### config.mk
export PLATFORM = sky130hd
export DESIGN_NAME = preamble_flag_frame_receiver_core
export DESIGN_NICKNAME = d
export VERILOG_FILES = /design/src/rtl/pffr_pkg.sv /design/src/rtl/pffr_step.sv /design/src/rtl/preamble_flag_frame_receiver_core.sv
export VERILOG_INCLUDE_DIRS = /design/src /design/src/rtl
export SDC_FILE = /design/constraint.sdc
export NUM_CORES = 1
export LEC_CHECK = 0
export ABC_AREA = 1
export BUFFER_PORTS_ARGS = -buffer_cell sky130_fd_sc_hd__buf_2
export CORE_AREA = 2 2 89 109
export DETAILED_ROUTE_END_ITERATION = 12
export DIE_AREA = 0 0 91 111
export PLACE_DENSITY = 0.81
export SYNTH_ARGS = -nofsm -noshare
export SYNTH_HDL_FRONTEND = slang
export SYNTH_SLANG_ARGS = --single-unit
### constraint.sdc
create_clock -name clock -period 8.7 [get_ports clock]
set_input_delay 0 -clock clock [delete_from_list [all_inputs] [get_ports clock]]
set_output_delay 0 -clock clock [all_outputs]
set_load 0.03 [all_outputs]
### src/rtl/assert_macros.svh
// Assertion helpers used by the receiver core.
`ifndef ASSERT_MACROS_SVH
`define ASSERT_MACROS_SVH

// Clocked check, off while reset is high.
`define CHK_ASSERT(label, prop, msg) \
   label: assert property (@(posedge clock) disable iff (reset) prop) else $error(msg);

// Clocked check that also holds during reset.
`define CHK_ASSERT_ALWAYS(label, prop, msg) \
   label: assert property (@(posedge clock) prop) else $error(msg);

`endif

### src/rtl/pffr_pkg.sv
`default_nettype none

package pffr_pkg;

   // Phase codes
   localparam logic [1:0] PH_HUNT  = 2'd0;
   localparam logic [1:0] PH_FLAG  = 2'd1;
   localparam logic [1:0] PH_DATA  = 2'd2;
   localparam logic [1:0] PH_SPARE = 2'd3;  // unused code

   // Result kinds
   localparam logic KIND_SYNC = 1'b0;
   localparam logic KIND_DATA = 1'b1;

   // Register indexes
   localparam int CSR_INDEX_W = 2;
   localparam logic [CSR_INDEX_W-1:0] REG_THRESHOLD = 2'd0;
   localparam logic [CSR_INDEX_W-1:0] REG_FLAG      = 2'd1;

   // Register reset values
   localparam logic [7:0] THRESHOLD_RESET = 8'd56;
   localparam logic [7:0] FLAG_RESET      = 8'h7E;

   localparam logic [3:0]  BYTE_BITS = 4'd8;
   localparam logic [7:0]  COUNT_MAX = 8'hFF;
   localparam logic [15:0] TOTAL_MAX = 16'hFFFF;

   typedef struct packed {
      logic [1:0]  phase;
      logic        previous_bit;
      logic [7:0]  preamble_count;
      logic [7:0]  shift_byte;
      logic [3:0]  bits_in_byte;
      logic [15:0] total_bits;
   } state_type;

   typedef struct packed {
      logic        result_kind;
      logic [7:0]  data_byte;
      logic        end_of_frame;
      logic [15:0] bit_count;
   } result_type;

   localparam state_type STATE_RESET = '{
      phase:          PH_HUNT,
      previous_bit:   1'b1,
      preamble_count: 8'd0,
      shift_byte:     8'd0,
      bits_in_byte:   4'd0,
      total_bits:     16'd0
   };

endpackage

`default_nettype wire

### src/rtl/pffr_step.sv
`default_nettype none

// Next-state and result logic for one received bit.
module pffr_step (
   input  wire  pffr_pkg::state_type  state,
   input  wire                        rx_bit,
   input  wire  [7:0]                 threshold,
   input  wire  [7:0]                 flag,
   output pffr_pkg::state_type        state_next,
   output logic                       emit,
   output pffr_pkg::result_type       result
);

   pffr_pkg::state_type cur;
   logic [8:0]  count_sum;
   logic [7:0]  count_next;
   logic [7:0]  shifted;
   logic [3:0]  bits_next;
   logic [15:0] total_next;

   always_comb begin
      // unused phase code behaves as reset
      cur = (state.phase == pffr_pkg::PH_SPARE) ? pffr_pkg::STATE_RESET : state;

      count_sum  = {1'b0, cur.preamble_count} + 9'd2;
      shifted    = {cur.shift_byte[6:0], rx_bit};
      bits_next  = cur.bits_in_byte + 4'd1;
      total_next = (cur.total_bits == pffr_pkg::TOTAL_MAX) ? cur.total_bits
                                                           : cur.total_bits + 16'd1;
      count_next = cur.preamble_count;

      state_next          = cur;
      emit                = 1'b0;
      result.result_kind  = pffr_pkg::KIND_SYNC;
      result.data_byte    = flag;
      result.end_of_frame = 1'b0;
      result.bit_count    = cur.total_bits;

      unique case (cur.phase)
         pffr_pkg::PH_HUNT: begin
            if (!cur.previous_bit && rx_bit) begin
               count_next = count_sum[8] ? pffr_pkg::COUNT_MAX : count_sum[7:0];
            end else if (cur.previous_bit == rx_bit) begin
               count_next = 8'd0;
            end
            state_next.preamble_count = count_next;
            state_next.previous_bit   = rx_bit;
            if (count_next >= threshold) begin
               state_next.phase        = pffr_pkg::PH_FLAG;
               state_next.total_bits   = {8'd0, count_next};
               state_next.shift_byte   = 8'd0;
               state_next.bits_in_byte = 4'd0;
            end
         end
         pffr_pkg::PH_FLAG: begin
            state_next.shift_byte = shifted;
            if (cur.bits_in_byte < pffr_pkg::BYTE_BITS) begin
               state_next.bits_in_byte = bits_next;
            end
            if (state_next.bits_in_byte >= pffr_pkg::BYTE_BITS && shifted == flag) begin
               emit                    = 1'b1;
               state_next.phase        = pffr_pkg::PH_DATA;
               state_next.shift_byte   = 8'd0;
               state_next.bits_in_byte = 4'd0;
            end
         end
         default: begin
            // data phase
            state_next.shift_byte   = shifted;
            state_next.total_bits   = total_next;
            state_next.bits_in_byte = bits_next;
            if (bits_next >= pffr_pkg::BYTE_BITS) begin
               emit                    = 1'b1;
               result.result_kind      = pffr_pkg::KIND_DATA;
               result.data_byte        = shifted;
               result.end_of_frame     = (shifted == flag);
               result.bit_count        = total_next;
               state_next.shift_byte   = 8'd0;
               state_next.bits_in_byte = 4'd0;
               if (shifted == flag) begin
                  state_next = pffr_pkg::STATE_RESET;
               end
            end
         end
      endcase
   end

endmodule

`default_nettype wire

### src/rtl/preamble_flag_frame_receiver_core.sv
`default_nettype none
// A result word is registered: it appears on rsp_ in the cycle after the bit that completes it.
// Throughput: one bit per cycle; the only limit is the single result register,
// which stalls req_ only while it holds a word and rsp_stall is high.
// Reset (synchronous, active high): hunting for preamble, previous bit one, all
// counters and the shift byte cleared, threshold 56, flag 0x7E, no result pending.

`include "assert_macros.svh"

module preamble_flag_frame_receiver_core (
   input  wire          clock,
   input  wire          reset,
   // bit input channel
   input  wire          req_valid,
   output logic         req_stall,
   input  wire          req_rx_bit,
   // result channel
   output logic         rsp_valid,
   input  wire          rsp_stall,
   output logic         rsp_result_kind,
   output logic [7:0]   rsp_data_byte,
   output logic         rsp_end_of_frame,
   output logic [15:0]  rsp_bit_count,
   // register writes
   input  wire          csr_write,
   input  wire  [pffr_pkg::CSR_INDEX_W-1:0] csr_index,
   input  wire  [7:0]   csr_data
);

   // Configuration registers
   logic [7:0] threshold_ff, threshold_in;
   logic [7:0] flag_ff, flag_in;

   // Receiver state
   pffr_pkg::state_type  state_ff, state_in, state_step;

   // Result register
   logic                 rsp_valid_ff, rsp_valid_in;
   pffr_pkg::result_type result_ff, result_in, result_step;

   logic step_emit;
   logic req_accept;
   logic out_free;

   // Check terms
   logic sync_out;
   logic eof_step;
   logic hunt_clear;

   // Output register drains this cycle or is empty: a new word may land.
   assign out_free   = !rsp_valid_ff || !rsp_stall;
   assign req_stall  = !out_free;
   assign req_accept = req_valid && !req_stall;

   pffr_step u_step (
      .state      (state_ff),
      .rx_bit     (req_rx_bit),
      .threshold  (threshold_ff),
      .flag       (flag_ff),
      .state_next (state_step),
      .emit       (step_emit),
      .result     (result_step)
   );

   // Register writes; unknown indexes are dropped.
   always_comb begin
      threshold_in = threshold_ff;
      flag_in      = flag_ff;
      if (csr_write) begin
         if (csr_index == pffr_pkg::REG_THRESHOLD) begin
            threshold_in = csr_data;
         end else if (csr_index == pffr_pkg::REG_FLAG) begin
            flag_in = csr_data;
         end
      end
   end

   // State advances on every accepted bit; result word loads when one is made.
   always_comb begin
      state_in     = state_ff;
      rsp_valid_in = rsp_valid_ff && rsp_stall;
      result_in    = result_ff;
      if (req_accept) begin
         state_in = state_step;
         if (step_emit) begin
            rsp_valid_in = 1'b1;
            result_in    = result_step;
         end
      end
   end

   always_ff @(posedge clock) begin
      if (reset) begin
         threshold_ff <= pffr_pkg::THRESHOLD_RESET;
         flag_ff      <= pffr_pkg::FLAG_RESET;
         state_ff     <= pffr_pkg::STATE_RESET;
         rsp_valid_ff <= 1'b0;
      end else begin
         threshold_ff <= threshold_in;
         flag_ff      <= flag_in;
         state_ff     <= state_in;
         rsp_valid_ff <= rsp_valid_in;
      end
   end

   // payload, no reset needed
   always_ff @(posedge clock) begin
      result_ff <= result_in;
   end

   assign rsp_valid        = rsp_valid_ff;
   assign rsp_result_kind  = result_ff.result_kind;
   assign rsp_data_byte    = result_ff.data_byte;
   assign rsp_end_of_frame = result_ff.end_of_frame;
   assign rsp_bit_count    = result_ff.bit_count;

   assign sync_out   = rsp_valid && rsp_result_kind == pffr_pkg::KIND_SYNC;
   assign eof_step   = req_accept && step_emit && result_step.end_of_frame;
   assign hunt_clear = state_ff.phase == pffr_pkg::PH_HUNT && state_ff.total_bits == 16'd0;

   // A sync word never closes a frame.
   `CHK_ASSERT(a_sync_no_eof, sync_out |-> !rsp_end_of_frame, "sync word flagged end of frame")

   // End of frame drops back to hunting with counters cleared.
   `CHK_ASSERT(a_eof_rehunt, eof_step |=> hunt_clear, "no return to hunt after end of frame")

   // Byte assembly never runs past eight bits.
   `CHK_ASSERT(a_bits_bound, state_ff.bits_in_byte <= pffr_pkg::BYTE_BITS, "byte count overran")

endmodule

`default_nettype wire
After elaboration in Yosys (flattened, before gate mapping)
Index checks and enable logic that the tools add are counted.
{"block": "totals", "register_bits": 81, "inputBits": 16, "elab_cells": 69, "output_inout_bits": 28}
{"block": "op_classes", "n_reduce_logical": 16, "eq_ne": 6, "n_mux": 25, "bitwise_logic": 2, "magnitude_cmp": 4, "addsub": 3}
{"cell": "two-way mux 39 bit", "count": 3}
{"cell": "two-way mux 8 bit", "count": 4}
{"cell": "case mux 16 bit (2 select lines)", "count": 1}
{"cell": "two-way mux 27 bit", "count": 1}
{"cell": "two-way mux 26 bit", "count": 1}
{"cell": "two-way mux 25 bit", "count": 1}
{"cell": "case mux 11 bit (2 select lines)", "count": 1}
{"cell": "case mux 9 bit (2 select lines)", "count": 1}
{"cell": "adder 16 x 1 -> 16 bit (second input constant)", "count": 1}
{"cell": "== test 16 bit (second input constant)", "count": 1}
{"cell": "two-way mux 16 bit", "count": 1}
{"cell": "two-way mux 11 bit", "count": 1}
{"cell": "adder 8 x 2 -> 9 bit (second input constant)", "count": 1}
{"cell": "== test 8 bit", "count": 1}
{"cell": "greater-or-equal comparator 4 bit (second input constant)", "count": 2}
{"cell": "greater-or-equal comparator 8 bit", "count": 1}
{"cell": "two-way mux 4 bit", "count": 2}
{"cell": "adder 4 x 1 -> 4 bit (second input constant)", "count": 1}
{"cell": "== test 2 x 1 -> 1 bit (second input constant)", "count": 2}
{"cell": "logical AND 1 bit", "count": 4}
{"cell": "zero test 1 bit", "count": 4}
{"cell": "zero test 2 bit", "count": 2}
{"cell": "< comparator 4 bit (second input constant)", "count": 1}
{"cell": "two-way mux 1 bit", "count": 4}
{"cell": "11 further kinds", "count": 14}

Depth between registers and ports, before layout
Gate-level depths: netlist of run 1.
{"block": "depth", "depth_word": 11, "ltp_mapped": 26, "depth_no_buf": 23}

Cells and area by module
A second synthesis of run 1 with hierarchy kept.
{"block": "hier_totals", "hier_cells": 932, "area_unflattened_um2": 6064.6}
{"module": "pffr_step", "cells_each": 635, "area_per_inst_um2": 3051.7, "seq_area_each_um2": 0.0, "instances": 1}
{"module": "preamble_flag_frame_receiver_core", "cells_each": 297, "area_per_inst_um2": 3012.9, "seq_area_each_um2": 1901.8, "instances": 1}

Least setup slack after synthesis of run 1
Ideal clock, no wire load.
{"block": "synth_timing", "path_kind": "register -> register", "start": "register state_ff[37] (netlist name)", "end": "register state_ff[4] (netlist name)", "stages_incl_launch_ff": 25, "arrival_ps": 3098, "n_path_buf": 4, "setup_ps": 128, "slack_ps": 5474, "period_less_slack_ps": 3226, "required_ps": 8572, "path_cell_list": "dfxtp_1 -> ha_1 -> inv_2 -> buf_6 -> buf_12 -> buf_6 -> nand2_1 -> inv_1 -> ha_1 -> nand2_1 -> nor2_2 -> nand2_1 -> nand2_1 -> nand2_1 -> a21oi_2 -> ha_1 -> a21o_1 -> nor2_2 -> and2_1 -> buf_1 -> nand3_1 -> nand2_1 -> nand2_1 -> a21oi_1 -> nor2_1"}
{"block": "synth_via", "elab_chain_len": 9, "elab_cells_between_ends": 23, "classes_between": "add/sub: 3; order compare: 2; eq/ne: 5; mux: 10; reduce/logical: 3"}
{"item": "start: declaration", "line": "preamble_flag_frame_receiver_core.sv:35", "source": "pffr_pkg::state_type state_ff, state_in, state_step;"}
{"item": "start signal: assignment", "line": "preamble_flag_frame_receiver_core.sv:96", "source": "state_ff <= pffr_pkg::STATE_RESET;"}
{"item": "start signal: assignment", "line": "preamble_flag_frame_receiver_core.sv:101", "source": "state_ff <= state_in;"}
{"item": "== test 2 bit", "line": "pffr_step.sv:23", "source": "cur = (state.phase == pffr_pkg::PH_SPARE) ? pffr_pkg::STATE_RESET : state;"}
{"item": "two-way mux 39 bit *", "line": "pffr_step.sv:23"}
{"item": "adder 8 x 2 -> 9 bit, or another cell as far along", "line": "pffr_step.sv:25", "source": "count_sum = {1'b0, cur.preamble_count} + 9'd2;"}
{"item": "two-way mux 8 bit, or another cell as far along", "line": "pffr_step.sv:42", "source": "count_next = count_sum[8] ? pffr_pkg::COUNT_MAX : count_sum[7:0];"}
{"item": "two-way mux 8 bit", "line": "pffr_step.sv:41", "source": "if (!cur.previous_bit && rx_bit) begin"}
{"item": "two-way mux 8 bit", "line": "pffr_step.sv:39", "source": "unique case (cur.phase)"}
{"item": "greater-or-equal comparator 8 bit", "line": "pffr_step.sv:48", "source": "if (count_next >= threshold) begin"}
{"item": "two-way mux 27 bit", "line": "pffr_step.sv:48"}
{"item": "case mux 16 bit (2 select lines) *", "line": "pffr_step.sv:39"}
Mark *: on every way between the ends. The rest lies on a longest branch, timed or not. The select of a mux whose other input is x is not followed.
A chain may end at the register's enable or synchronous reset.

Final worst setup path of run 1
{"block": "layout_timing", "start": "register state_ff[37] (netlist name)", "end": "register state_ff[10] (netlist name)"}
The elaborated chain is that of the path after synthesis.

==> flow_summary.yaml, run 1 <==
run_status:
  status: "finished, violations left"
  failed_checks: "hold timing"
clocking:
  clk_pin_slew_ns: 0.06
  ctsHoldBuffers: 8
  cts_sinks: 81
  clock_latency_ns: 0.34
  cts_setup_buffers: 0
  cts_tree: "built"
  postCtsResizedCells: 0
  ctsLongestPathBuffers: 2
  cts-buffers-inserted: 9
  clockRootBuffer: "clkbuf_16"
  htree_levels: 3
setup_path:
  worstSetupPathType: "reg -> reg"
  worstSetupEndpointType: "register"
  start_kind: "register"
  cp.required_ns: 8.93
  crit_family: "simple AND/OR/NAND/NOR gates"
  slowest_delay_ns: 0.67
  path_max_fanout: 20
  critPathSlowestCell: "nand4_1"
  path_buf_inv: 3
  crit_arrival_ns: 4.63
  rrSetupSlack_ns: 4.30
  crit_chain: "ha_1, buf_4, nor2_1, ha_1, inv_1, a21oi_1, nand2_1, nand2_1, inv_1, ha_1, nand2_1, nor2_1, nand4_1, nand4_1, nand2_1, nand3_1, nand2_1, nor2_1, nor2_1"
  cp_common_cell: "nand2_1"
grt:
  antenna_found_initial: 0
  track_usage_pct: 30.79
  grt_remaining_overflow: 0
  grt_max_degree: 39
  grt_pass1_vias: 5261
  grt_pass1_wl_um: 25230
floorplanning:
  fp.dieW_um: 91
  dieArea_um2: 10100
  rows: 39
  die_h_um: 111
  initial_utilization_pct: 59.81
  coreArea_um2: 9174
  io_pins: 44
routing:
  wl_per_cell_um: 15.90
  ant_nets: 0
  vias: 5601
  firstDrtPassIters: 6
  viasPerCell: 5.786
  wl_um: 15390
  drc_errors: 0
  drt_iter0_drc: 541
power:
  p_leak_nw: 2.815
  power_per_cell_area_nw_per_um2: 158.2
  vdd_drop_max_v: 0.00009066
cells_and_area:
  layout.cells.most_common_list: "nand2_1, inv_1, o21ai_0"
  drive_gt1_share_pct: 13.25
  fin_nets: 872
  multiInputGateArea_um2: 3035
  fin_area_um2: 6060
  area.growth.synth_to_final_pct: 10.44
  diodes: 0
  final_common_cell: "nand2_1"
  finalNonFillerCells: 968
  fillCellCount: 866
  register_area_um2: 1882
sta:
  timing.final.crit_period_ns: 4.397
  min_period_over_period_pct: 50.54
  holdWs_ns: -0.001754
  slew_violations: 0
  max_slew_margin_pct: 15.08
  rsz0062_at_grt: "no"
  worst_pin_slew_ns: 1.269
  fmax_mhz: 227.4
  fin_setup_tns_ns: 0
  finalClockSkew_ns: 0.006658
  setup_viol: 0
  finalHoldViolations: 1
logic_synthesis:
  async_reset_ff_share_pct: 0
  ys.flop_type: "dfxtp_1"
  post-synth-top-area-cell: "dfxtp_1"
  synth_edf_count: 26
  synth-seq-cells: 81
  synth_cell_types: 43
  yosysSeqAreaShare_pct: 34.30
  netlist_top_cells_area: "dfxtp_1, nand2_1, edfxtp_1"
  netlist.area_leader.share_pct: 20.07
  synth_area_per_cell_um2: 6.799
  synth_area_um2: 5487
  synth_fp_nets: 839
  ys_warn_count: 0
  netlist_instances: 807
hold_path:
  hp-class: "in -> reg"
placed_design:
  portBuffers: 43
  placed_area_um2: 5714
  numPlacedInstances: 944
  gp_congestion: 0.9359
  dp_hpwl_um: 10780
job:
  drv_cap: 0
per-layer routing:
layer	vias to the layer above	global-route usage (%)	wire, um
met5	-	0	0
met4	0	15.66	459
met3	42	4.827	1142
met2	294	52.25	7561
met1	2541	37.59	6226
li1	2724	-	-
area by class of cell:
type | count | share of cell area [%]
inverter | 102 | 6.318
multi-input combinational | 589 | 50.09
tap | 123 | 2.540
clock buffer | 11 | 3.841
clock inverter | 5 | 0.5369
sequential | 81 | 31.06
timing repair buffer | 57 | 5.616
worst reg2reg max path, delay by kind of cell (launching register included):
family | cells | cell delay [ns]
AO/OA/AOI/OAI | 1 | 0.22
adder cells (fa/ha/maj) | 3 | 0.83
buffers and inverters | 3 | 0.46
flip-flops | 1 | 0.34
AND/OR/NAND/NOR | 12 | 2.46
sequential cells by signal (all words and copies together) (netlist names):
register,flops
rsp_bit_count,16
rsp_valid,1
rsp_end_of_frame,1
threshold_ff,8
flag_ff,8
rsp_result_kind,1
state_ff,38
rsp_data_byte,8
per-stage QoR:
| stage | power [W] | util [%] | setup slack [ns] |
|---|---|---|---|
| after CTS | 0.0009562 | 66.05 | 4.428 |
| after global routing | 0.001001 | 66.05 | 3.854 |
| after floorplan | 0.0005657 | - | 5.474 |
| after global placement | 0.0006081 | 62.29 | 4.595 |
| after detailed placement | 0.0006119 | 62.29 | 4.433 |
| final | 0.0009588 | 66.05 | 4.303 |
kinds of logic (layout without fill, tap and decap cells):
family	count (synthesis)	count (layout)	synth area share, %
AOI/OAI and AO/OA	160	160	15.87
xor gates and xnor gates	11	11	1.756
adders and majority gates	16	16	3.649
buffers and inverters	137	175	10.38
DFF	81	81	34.30
muxes	1	1	0.1824
and+or+nand+nor	401	401	33.87
final timing paths:
kind	from	cells past startpoint	endpoint
worst min-delay path	csr_data[7]	3	threshold_ff[7]$_SDFFE_PP0P_
worst max-delay path	state_ff[37]$_SDFFE_PP0P_	19	state_ff[10]$_SDFFE_PP0P_
worst max register to register	state_ff[37]$_SDFFE_PP0P_	19	state_ff[10]$_SDFFE_PP0P_
worst min register to register	state_ff[28]$_SDFFE_PP0P_	2	state_ff[28]$_SDFFE_PP0P_
synthesized netlist by cell type, types with 3 or more instances:
master and number:
edfxtp_1 26, nor2_1 51, ha_1 16, nand2_1 219, nand2_4 5, a21oi_1 55
inv_1 95, xor2_1 9, buf_6 5, nand3_1 60, inv_2 6, clkbuf_1 25
nor2_4 6, nand4_1 19, nor3_1 7, nor2_2 13, a22oi_1 5, o211ai_1 11
nand2_2 7, a31oi_1 5, o21ai_0 67, buf_1 3, dfxtp_1 55, o21ai_1 8
nand3_2 4
report_power, final:
part	switching (W)	internal, W
combinational	0.000132	0.0000613
clock	0.000153	0.000193
sequential	0.0000140	0.000406
Power figures use the tool's default switching activity.
==> run 2, diff against run 1 <==
Settings changed: CORE_AREA 2 2 89 109 to 2 2 90 109, DIE_AREA 0 0 91 111 to 0 0 92 111, PLACE_DENSITY 0.81 to 0.8.
Clock period 8.7 ns to 4.06 ns, I/O delays scaled along.
==> run 2 against run 1 <==
Effect of this change:
- the run now ends clean
- hold slack improved by 0.015 ns
- sequential share of layout area fell by 0.30 points
- via count is 2.2% higher
- global-route usage grew 0.40 points
- wire length is 3.6% higher
- clock skew shrank 0.0015 ns
==> flow_summary.yaml, run 2 (synthesis results as in run 1) <==
run_status:
  status: "completed"
sta:
  rsz0062_at_grt: "no"
  fmax_mhz: 269.3
  setup_ws_ns: 0.3462
  fin_setup_tns_ns: 0
  finalHoldViolations: 0
  slew_violations: 0
  timing.final.crit_period_ns: 3.714
  setup_viol: 0
  min_period_over_period_pct: 91.47
  worst_pin_slew_ns: 1.274
  finalClockSkew_ns: 0.005146
  max_slew_margin_pct: 14.77
grt:
  grt_remaining_overflow: 0
  grt_pass1_vias: 5191
  grt_pass1_wl_um: 25430
  track_usage_pct: 31.19
  antenna_found_initial: 0
  grt_max_degree: 31
placed_design:
  dp_slack_ns: 0.5073
  placed_area_um2: 5752
  dp_hpwl_um: 11130
  portBuffers: 43
  gp_congestion: 0.9226
cells_and_area:
  fin_nets: 877
  utilization_pct: 66.01
  layout.cells.most_common_list: "nand2_1, inv_1, o21ai_0"
  drive_gt1_share_pct: 13.65
  area.growth.synth_to_final_pct: 11.54
  regMostFlops: "state_ff"
  final_common_cell: "nand2_1"
  largest_reg_flops: 38
  diodes: 0
  fin_area_um2: 6120
power:
  power_per_cell_area_nw_per_um2: 348.3
  vdd_drop_max_v: 0.0002445
  power.total_w: 0.002131
  p_leak_nw: 2.844
  switchingPower_w: 0.0006486
  switching_share_pct: 30.44
  power_frac_clock_pct: 37.6
  combPwrFrac_pct: 20.1
  seqPwrFrac_pct: 42.2
  intPower_w: 0.001483
clocking:
  htree_levels: 3
  cts-buffers-inserted: 9
  cts_tree: "built"
  cts_sinks: 81
  ctsLongestPathBuffers: 2
  postCtsResizedCells: 0
  clockRootBuffer: "clkbuf_16"
  clk_pin_slew_ns: 0.06
  clock_latency_ns: 0.34
setup_path:
  path_max_fanout: 12
  crit_arrival_ns: 3.94
  worstSetupEndpointType: "register"
  cp.required_ns: 4.29
  start_kind: "register"
  worstSetupPathType: "reg -> reg"
routing:
  drt_iter0_drc: 631
  viasPerCell: 5.881
  wl_per_cell_um: 16.38
  ant_nets: 0
  vias: 5722
  drc_errors: 0
  firstDrtPassIters: 5
  wl_um: 15940
floorplanning:
  die_h_um: 111
  coreArea_um2: 9271
  dieArea_um2: 10210
  io_pins: 44
  rows: 39
  initial_utilization_pct: 59.18
  fp.dieW_um: 92
hold_path:
  hp-class: "in -> reg"
job:
  drv_cap: 0
## run 2: cell types whose count changed in the layout (fill, tap and decap cells not counted)
cell / change
buf_4: +5
bufinv_16: +1
clkinv_1: +1
clkinv_2: -2
clkinv_4: -2
clkinvlp_4: +1
inv_6: +1
## run 2: cell type report
| cell class | count | area, um^2 |
|---|---|---|
| Fill cell | 829 | 3152 |
| Multi-Input combinational cell | 589 | 3035 |
| Sequential cell | 81 | 1882 |
| Inverter | 102 | 382.9 |
| Timing Repair Buffer | 62 | 377.9 |
| Clock buffer | 11 | 232.7 |
| Tap cell | 123 | 153.9 |
| Clock inverter | 5 | 55.05 |
## run 2: metal layers
layer	global-route usage (%)	routed length [um]	up-vias
li1	-	-	2733
met1	39.00	6393	2640
met2	52.75	7931	302
met3	4.079	1125	47
met4	15.22	488	0
met5	0	0	-
## run 2: power by group through the flow
stage	registers (W)	clock network [W]	logic, W
final	0.000900	0.000802	0.000429
after global routing	0.000903	0.000832	0.000475
after CTS	0.000898	0.000805	0.000417
after detailed placement	0.000916	0	0.000407
after global placement	0.000914	0	0.000399
after floorplan	0.000908	0	0.000304
## run 2: through the flow
step           hold slack [ns]  cells
6_report               0.01370    973
5_1_grt                0.01722    973
4_1_cts                0.01197    973
3_5_place_dp            0.2305    949
3_3_place_gp            0.2200    949
2_1_floorplan           0.1132    807
## run 2: final timing paths
check	start	end	slack, ns	cells after the start
max reg2reg	state_ff[37]$_SDFFE_PP0P_	state_ff[15]$_SDFFE_PP0P_	0.35	19
max	state_ff[37]$_SDFFE_PP0P_	state_ff[15]$_SDFFE_PP0P_	0.35	19
min	csr_data[7]	threshold_ff[7]$_SDFFE_PP0P_	0.01	3
min reg2reg	state_ff[36]$_SDFFE_PP1P_	state_ff[36]$_SDFFE_PP1P_	0.49	2
## run 2: repair_timing
item                                   in CTS  in global routing
hold buffers                                8                  0
setup endpoints to repair                   0                  0
setup buffers                               0                  0
endpoints found under the hold margin      13                  0
## run 2: critical path: stages, from the launching register on
cell and delay [ns]:
dfxtp_1 0.35, ha_1 0.34, nor2_1 0.22, ha_1 0.37, inv_1 0.23, a21oi_1 0.31, nand2_1 0.12, nand2_1 0.08
inv_1 0.04, ha_1 0.26, nand2_1 0.06, nor2_1 0.13, nand4_1 0.09, buf_4 0.19, nand4_1 0.11, nand2_1 0.26
nand3_1 0.16, nand2_1 0.07, nor2_1 0.15, nor2_1 0.06
